File: src/design/lowest_free_id_allocator_macros.svh
// Assertion macros for the lowest free identifier allocator.
// Used by lowest_free_id_allocator.sv; needs clk_i and rst_ni in scope.
`ifndef LOWEST_FREE_ID_ALLOCATOR_MACROS_SVH
`define LOWEST_FREE_ID_ALLOCATOR_MACROS_SVH

`ifndef SYNTH
`define LFA_ASSERT_SAME(lbl, ante, cons, msg) \
  lbl: assert property (@(posedge clk_i) disable iff (!rst_ni) (ante) |-> (cons)) \
    else $error(msg);
`define LFA_ASSERT_NEXT(lbl, ante, cons, msg) \
  lbl: assert property (@(posedge clk_i) disable iff (!rst_ni) (ante) |=> (cons)) \
    else $error(msg);
`else
`define LFA_ASSERT_SAME(lbl, ante, cons, msg)
`define LFA_ASSERT_NEXT(lbl, ante, cons, msg)
`endif

`endif

File: src/design/lfa_pkg.sv
// Package of the lowest free identifier allocator: sizes, codes, item types.
// No dependencies; used by lowest_free_id_allocator.sv.
package lfa_pkg;

  localparam int ID_COUNT  = 1024;
  localparam int WORD_BITS = 64;
  localparam int MAP_WORDS = (ID_COUNT + WORD_BITS - 1) / WORD_BITS;
  localparam int WA_W      = (MAP_WORDS > 1) ? $clog2(MAP_WORDS) : 1;
  localparam int BIT_W     = $clog2(WORD_BITS);
  localparam int ID_W      = $clog2(ID_COUNT);
  localparam int GID_W     = (ID_W > BIT_W) ? ID_W : BIT_W;
  localparam int FIELD_W   = 10;
  localparam int CMP_W     = ((ID_W > FIELD_W) ? ID_W : FIELD_W) + 1;

  typedef logic [WORD_BITS-1:0] word_t;

  typedef enum logic {
    CMD_ALLOC   = 1'b0,
    CMD_RELEASE = 1'b1
  } lfa_cmd_e;

  typedef enum logic [1:0] {
    STAT_ALLOCATED = 2'd0,
    STAT_EXHAUSTED = 2'd1,
    STAT_RELEASED  = 2'd2,
    STAT_IGNORED   = 2'd3
  } lfa_status_e;

  typedef enum logic [1:0] {
    ST_INIT,
    ST_IDLE,
    ST_SCAN,
    ST_RCHK
  } lfa_state_e;

  typedef struct packed {
    lfa_cmd_e           command;
    logic [FIELD_W-1:0] release_id;
  } lfa_req_t;

  typedef struct packed {
    logic [FIELD_W-1:0] granted_id;
    lfa_status_e        status;
  } lfa_rsp_t;

  function automatic word_t last_mask();
    word_t m;
    m = '0;
    for (int b = 0; b < WORD_BITS; b++) begin
      if ((MAP_WORDS - 1) * WORD_BITS + b < ID_COUNT) m[b] = 1'b1;
    end
    return m;
  endfunction

  localparam word_t LAST_MASK = last_mask();

  function automatic logic [FIELD_W-1:0] id_field(input logic [GID_W-1:0] v);
    logic [GID_W+FIELD_W-1:0] e;
    e = {{FIELD_W{1'b0}}, v};
    return e[FIELD_W-1:0];
  endfunction

  function automatic logic rid_in_range(input logic [FIELD_W-1:0] rid);
    logic [CMP_W-1:0] e;
    e = CMP_W'(rid);
    return (rid != '0) && (e < CMP_W'(ID_COUNT));
  endfunction

endpackage

File: src/design/lfa_ram.sv
// Generic single write port, single read port RAM with registered read data.
// No dependencies.
module lfa_ram #(
  parameter int WIDTH = 64,
  parameter int DEPTH = 16,
  localparam int AW = (DEPTH > 1) ? $clog2(DEPTH) : 1
) (
  input  logic             clk_i,
  input  logic             we_i,
  input  logic [AW-1:0]    waddr_i,
  input  logic [WIDTH-1:0] wdata_i,
  input  logic [AW-1:0]    raddr_i,
  output logic [WIDTH-1:0] rdata_o
);

  logic [WIDTH-1:0] mem_q [DEPTH];

  always_ff @(posedge clk_i) begin
    if (we_i) mem_q[waddr_i] <= wdata_i;
    rdata_o <= mem_q[raddr_i];
  end

endmodule

File: src/design/lowest_free_id_allocator.sv
// Top level of the lowest free identifier allocator: sequencer over a free bitmap.
// Depends on lfa_pkg, lfa_ram and lowest_free_id_allocator_macros.svh.
//
// Hands out identifiers 1 to ID_COUNT-1, lowest free first; identifier 0 means none.
// An item is taken when start is high and busy is low; its single result shows on
// rsp_o for one cycle with result_strobe_o and cannot be held off. After reset an
// initialising pass writes every bitmap word, marking all identifiers but 0 free,
// with busy high. An allocate checks one bitmap word per cycle through the RAM
// read port, from word 0 up and at most MAP_WORDS words, and stops at the first
// word with a free bit. A release takes its word and bit straight from the upper
// and lower bits of release_id, then reads that word and writes it back with busy
// high; if that identifier is already free it answers ignored. A release of zero or
// of an out-of-range identifier answers on the next cycle without going busy.
`include "lowest_free_id_allocator_macros.svh"

module lowest_free_id_allocator
  import lfa_pkg::*;
(
  input  logic     clk_i,
  input  logic     rst_ni,
  input  logic     start,
  output logic     busy,
  input  lfa_req_t req_i,
  output logic     result_strobe_o,
  output lfa_rsp_t rsp_o
);

  lfa_state_e         state_q, state_d;
  logic [WA_W-1:0]    word_q, word_d;
  logic [GID_W-1:0]   base_q, base_d;
  logic [BIT_W-1:0]   rem_q, rem_d;
  logic               strobe_q, strobe_d;
  lfa_rsp_t           rsp_q, rsp_d;

  logic               ram_we;
  logic [WA_W-1:0]    ram_waddr;
  word_t              ram_wdata;
  logic [WA_W-1:0]    ram_raddr;
  word_t              ram_rdata;

  logic               last_word;
  logic               scan_hit;
  logic [BIT_W-1:0]   hit_bit;
  word_t              hit_mask;
  word_t              rel_mask;
  logic               rel_free;
  logic [WA_W-1:0]    rel_word;
  logic               req_ok;
  word_t              init_val;
  logic               id_leak;

  function automatic logic [BIT_W-1:0] ffs(input word_t w);
    logic [BIT_W-1:0] idx;
    idx = '0;
    for (int i = WORD_BITS - 1; i >= 0; i--) begin
      if (w[i]) idx = BIT_W'(i);
    end
    return idx;
  endfunction

  lfa_ram #(
    .WIDTH(WORD_BITS),
    .DEPTH(MAP_WORDS)
  ) u_map (
    .clk_i  (clk_i),
    .we_i   (ram_we),
    .waddr_i(ram_waddr),
    .wdata_i(ram_wdata),
    .raddr_i(ram_raddr),
    .rdata_o(ram_rdata)
  );

  assign busy      = (state_q != ST_IDLE);
  assign last_word = (word_q == WA_W'(MAP_WORDS - 1));
  assign scan_hit  = |ram_rdata;
  assign hit_bit   = ffs(ram_rdata);
  assign hit_mask  = word_t'(1) << hit_bit;
  assign rel_mask  = word_t'(1) << rem_q;
  assign rel_free  = |(ram_rdata & rel_mask);
  assign rel_word  = WA_W'(req_i.release_id >> BIT_W);
  assign req_ok    = rid_in_range(req_i.release_id);

  always_comb begin
    init_val = '1;
    if (word_q == '0) init_val[0] = 1'b0;
    if (last_word) init_val = init_val & LAST_MASK;
  end

  always_comb begin
    state_d = state_q;
    unique case (state_q)
      ST_INIT: begin
        if (last_word) state_d = ST_IDLE;
      end
      ST_IDLE: begin
        if (start) begin
          if (req_i.command == CMD_ALLOC) state_d = ST_SCAN;
          else if (req_ok) state_d = ST_RCHK;
        end
      end
      ST_SCAN: begin
        if (scan_hit || last_word) state_d = ST_IDLE;
      end
      ST_RCHK: begin
        state_d = ST_IDLE;
      end
      default: begin
        state_d = ST_IDLE;
      end
    endcase
  end

  always_comb begin
    word_d    = word_q;
    base_d    = base_q;
    rem_d     = rem_q;
    strobe_d  = 1'b0;
    rsp_d     = rsp_q;
    ram_we    = 1'b0;
    ram_waddr = word_q;
    ram_wdata = ram_rdata;
    ram_raddr = word_q;
    unique case (state_q)
      ST_INIT: begin
        ram_we    = 1'b1;
        ram_wdata = init_val;
        word_d    = last_word ? '0 : word_q + WA_W'(1);
      end
      ST_IDLE: begin
        ram_raddr = (req_i.command == CMD_RELEASE) ? rel_word : '0;
        if (start) begin
          word_d = (req_i.command == CMD_RELEASE) ? rel_word : '0;
          base_d = '0;
          rem_d  = req_i.release_id[BIT_W-1:0];
          if (req_i.command == CMD_RELEASE && !req_ok) begin
            strobe_d         = 1'b1;
            rsp_d.granted_id = '0;
            rsp_d.status     = STAT_IGNORED;
          end
        end
      end
      ST_SCAN: begin
        ram_raddr = word_q + WA_W'(1);
        if (scan_hit) begin
          ram_we           = 1'b1;
          ram_wdata        = ram_rdata & ~hit_mask;
          strobe_d         = 1'b1;
          rsp_d.granted_id = id_field(base_q + GID_W'(hit_bit));
          rsp_d.status     = STAT_ALLOCATED;
        end else if (last_word) begin
          strobe_d         = 1'b1;
          rsp_d.granted_id = '0;
          rsp_d.status     = STAT_EXHAUSTED;
        end else begin
          word_d = word_q + WA_W'(1);
          base_d = base_q + GID_W'(WORD_BITS);
        end
      end
      ST_RCHK: begin
        strobe_d         = 1'b1;
        rsp_d.granted_id = '0;
        if (rel_free) begin
          rsp_d.status = STAT_IGNORED;
        end else begin
          ram_we       = 1'b1;
          ram_wdata    = ram_rdata | rel_mask;
          rsp_d.status = STAT_RELEASED;
        end
      end
      default: begin
        strobe_d = 1'b0;
      end
    endcase
  end

  always_ff @(posedge clk_i or negedge rst_ni) begin
    if (!rst_ni) begin
      state_q  <= ST_INIT;
      word_q   <= '0;
      strobe_q <= 1'b0;
    end else begin
      state_q  <= state_d;
      word_q   <= word_d;
      strobe_q <= strobe_d;
    end
  end

  always_ff @(posedge clk_i) begin
    base_q <= base_d;
    rem_q  <= rem_d;
    rsp_q  <= rsp_d;
  end

  assign result_strobe_o = strobe_q;
  assign rsp_o           = rsp_q;

  assign id_leak = result_strobe_o && (rsp_o.status != STAT_ALLOCATED) &&
                   (rsp_o.granted_id != '0);

  `LFA_ASSERT_SAME(a_strobe_when_idle, result_strobe_o, !busy, "result while busy")
  `LFA_ASSERT_SAME(a_no_id_unless_granted, id_leak, 1'b0, "identifier on a non-grant result")
  `LFA_ASSERT_NEXT(a_item_progresses, start && !busy, busy || result_strobe_o, "accepted item dropped")

endmodule
File: config.mk
export PLATFORM = sky130hd
export DESIGN_NAME = lowest_free_id_allocator
export DESIGN_NICKNAME = d
export VERILOG_FILES = /design/src/design/lfa_pkg.sv /design/src/design/lfa_ram.sv /design/src/design/lowest_free_id_allocator.sv
export VERILOG_INCLUDE_DIRS = /design/src /design/src/design
export SDC_FILE = /design/constraint.sdc
export NUM_CORES = 2
export LEC_CHECK = 0
export BUFFER_PORTS_ARGS = -buffer_cell sky130_fd_sc_hd__buf_2
export CAP_MARGIN = 20
export CORE_MARGIN = 2
export CORE_UTILIZATION = 60
export DETAILED_ROUTE_END_ITERATION = 7
export MAX_ROUTING_LAYER = met4
export PLACE_DENSITY = 0.76
export SETUP_SLACK_MARGIN = 0.15
export SLEW_MARGIN = 20
export SYNTH_ARGS = -nofsm -noshare
export SYNTH_HDL_FRONTEND = slang
export SYNTH_HIERARCHICAL = 1
export SYNTH_SLANG_ARGS = --single-unit
File: constraint.sdc
create_clock -name clk_i -period 11.14 [get_ports clk_i]
set_input_delay 0 -clock clk_i [delete_from_list [all_inputs] [get_ports clk_i]]
set_output_delay 0 -clock clk_i [all_outputs]
set_load 0.02 [all_outputs]
==> results.toml <==
[yosys]
ys_seq_area_share_pct = 73.9
ys_seq_elements = 1117
synthesis.nets = 2368
synth_area_per_cell_um2 = 19.0
synth_top_area_share_pct = 70.6
yosysWarnings = 6
ys.flop_type = "edfxtp_1"
synth_top_area_cell = "edfxtp_1"
async_reset_ff_share_pct = 0.627
ys_top_cells_by_count = "1046 x edfxtp_1, 256 x mux4_2, 141 x nand2_1"
syn_inst = 2346
synth_edf_count = 1046
synth.most_common_cell = "edfxtp_1"
synth_area_um2 = 44500
synth.area.top_cells = "edfxtp_1 71%, mux4_2 13%, dfxtp_1 2.9%, a22oi_1 2.2%, nand2_1 1.2%"
yosysUniqueCellTypes = 82

[floorplanning]
initial_core_util_pct = 60.7
die_w_um = 276
die_height_um = 276
rows = 99
io_pins = 28
dieArea_um2 = 76300
core_um2 = 73200

[worst_hold_path]
whs_path_depth = 2
hp-class = "in2reg"

[clock_tree]
cts_resized = 0
clock-sinks = 1117
post-cts-setup-buffers = 0
cts-hold-fix-buffers = 18
numCtsBuffers = 105
cts_buffer_depth = 3
clk_latency_ps = 680
clk_pin_slew_ps = 60
cts_tree = "yes"
clockRootBuffer = "clkbuf_16"
htreeDepth = 3

[final_layout]
final_util_pct = 68.0
drive_gt1_share_pct = 23.4
finalNonFillerCells = 3489
areaGrowthSynthToFinish_pct = 12.0
antenna_cells = 0
nets = 2460

[global_route]
grt_max_degree = 151
grt_pass1_wl_um = 167000
grt_pass1_vias = 24400
antenna_found_initial = 1
overflow = 0
groute.usage.overall_pct = 31.1

[timing]
period_minus_slack_ps = 5550
rsz0062_at_grt = "false"
hold_viol_final = 0
drv_slew = 0
post-route-period-util_pct = 49.8
clock.fmax_ghz = 0.180
setup_violations = 0
clock_skew_ps = 47.3
tightest_slew_ps = 1170
slew_headroom_pct = 22.1
tns_ps = 0
fin_ws_ps = 5590

[power]
p_sw_mw = 5.54
seqPwrFrac_pct = 41.5
swShare_pct = 34.6
p_clk_share_pct = 23.0
comb_power_share_pct = 35.5
power.density_nw_per_um2 = 321
leakagePower_nw = 15.7
internal_power_mw = 10.5
vdd_drop_max_uv = 527

[detailed_routing]
first_pass_iters = 6
vias = 24100
drt_iter0_drc = 2975
routed_via_density = 6.90
routed_wl_um = 114000
wl_per_cell_um = 32.6
post-route-drc-count = 0
ant_nets = 0

[setup_path]
worstReg2RegEnd = "u_map/mem_q[7][52]"
path_depth = 11
max_stage_delay_ps = 1040
worst-path-buf-inv = 1
r2r_cells = 11
cp_top_family = "simple AND/OR/NAND/NOR gates"
crit_end = "u_map/mem_q[7][52]"
cp.required_ps = 11440
crit_path_end_kind = "register"
cpMaxStageDelayCell = "edfxtp_1"
path_cells = "nor2_1, a22o_1, a221o_1, a31oi_1, and4_1, nand2_1, and3_1, a21oi_1, nand3b_1, nor2_4, buf_4"
reg2reg_from = "rem_q[4]"
cp-startpoint = "rem_q[4]"
path_max_fanout = 36
worstPathArrival_ps = 5850
crit_type = "reg2reg"
r2r_slack_ps = 5590
cp-start-kind = "register"

[place]
dpl.hpwl_um = 65500
gp_congestion = 1.02
dp_worst_setup_slack_ps = 5650
io_buffers = 27
dp_cells = 3256

[status]
outcome = "finished, final reports clean"

[run]
maxCapViolCount = 0
==> power groups by stage <==
stage | clock network (mW) | logic, mW | registers, mW
3_3_place_gp | 0 | 5.38 | 6.69
6_report | 3.68 | 5.67 | 6.64
4_1_cts | 3.73 | 5.58 | 6.64
3_5_place_dp | 0 | 5.54 | 6.72
2_1_floorplan | 0 | 3.95 | 6.47
5_1_grt | 3.89 | 6.08 | 6.66
==> cells in the final DEF, fill, tap and decap left out, types with 24 or more instances in the layout <==
cell,Yosys,layout
clkbuf_1,74,37
nand2_1,141,141
a21oi_1,50,44
dfxtp_1,64,64
buf_4,7,58
clkbuf_16,0,107
mux4_2,256,256
a22oi_1,131,131
o21ai_0,39,37
o211ai_1,28,28
edfxtp_1,1046,1046
nor2_1,82,69
nand3_1,25,25
buf_2,26,28
inv_1,24,24
nor4_1,29,29
==> worst reg2reg max path, cell delays in order, from the launching register on <==
cell      delay [ps]
edfxtp_1        1040
nor2_1           420
a22o_1           340
a221o_1          310
a31oi_1          230
and4_1           270
nand2_1          100
and3_1           180
a21oi_1          250
nand3b_1         350
nor2_4           930
buf_4            700
==> state kept, by name, indices dropped and copies added (netlist names) <==
name             cells
state_q              2
ram_waddr            4
rsp_o               12
u_map/rdata_o       64
result_strobe_o      1
rem_q                6
u_map/mem_q       1024
base_q               4
==> through the flow <==
step | hold WS, ps | cell area (um^2) | power [mW]
floorplan | -296 | 44500 | 10.4
global placement | -145 | 45800 | 12.1
detailed placement | -150 | 45800 | 12.3
CTS | 54.9 | 49600 | 15.9
global route | 92.4 | 49800 | 16.6
finish | 88.3 | 49800 | 16.0
==> cell families after synthesis <==
group / after synthesis / share of synthesized area, %
flip-flops: 1117 / 73.9
AO/OA/AOI/OAI: 402 / 6.66
AND/OR/NAND/NOR: 388 / 4.24
multiplexers: 264 / 13.2
buffers and inverters: 164 / 1.75
adder cells (fa/ha/maj): 8 / 0.225
XOR/XNOR: 3 / 0.0591
==> how the worst min path moves through the flow <==
stage / slack, ps / to / startpoint
final: 90 / rem_q[0] / req_i[0]
after global placement: -150 / result_strobe_o / rst_ni
after detailed placement: -150 / ram_waddr[0] / rst_ni
after CTS: 50 / rem_q[0] / req_i[0]
after global routing: 90 / rem_q[0] / req_i[0]
after floorplan: -300 / ram_waddr[0] / rst_ni
==> final cells by class <==
type | count | area [um^2]
Fill cell | 4522 | 23400
Clock inverter | 34 | 533
Tap cell | 959 | 1200
Multi-Input combinational cell | 1065 | 11100
Timing Repair Buffer | 123 | 955
Inverter | 26 | 97.6
Clock buffer | 165 | 3110
Sequential cell | 1117 | 32900
==> per-layer routing <==
layer  vias to the layer above  part of all wire (%)  GRT usage [%]
li1                       9992                     -              -
met1                     12600                    40           42.9
met2                      1237                    49           48.5
met3                       249                   8.0           5.12
met4                         0                   3.1           9.99
met5                         -                     0              -
Power figures use the tool's default switching activity.
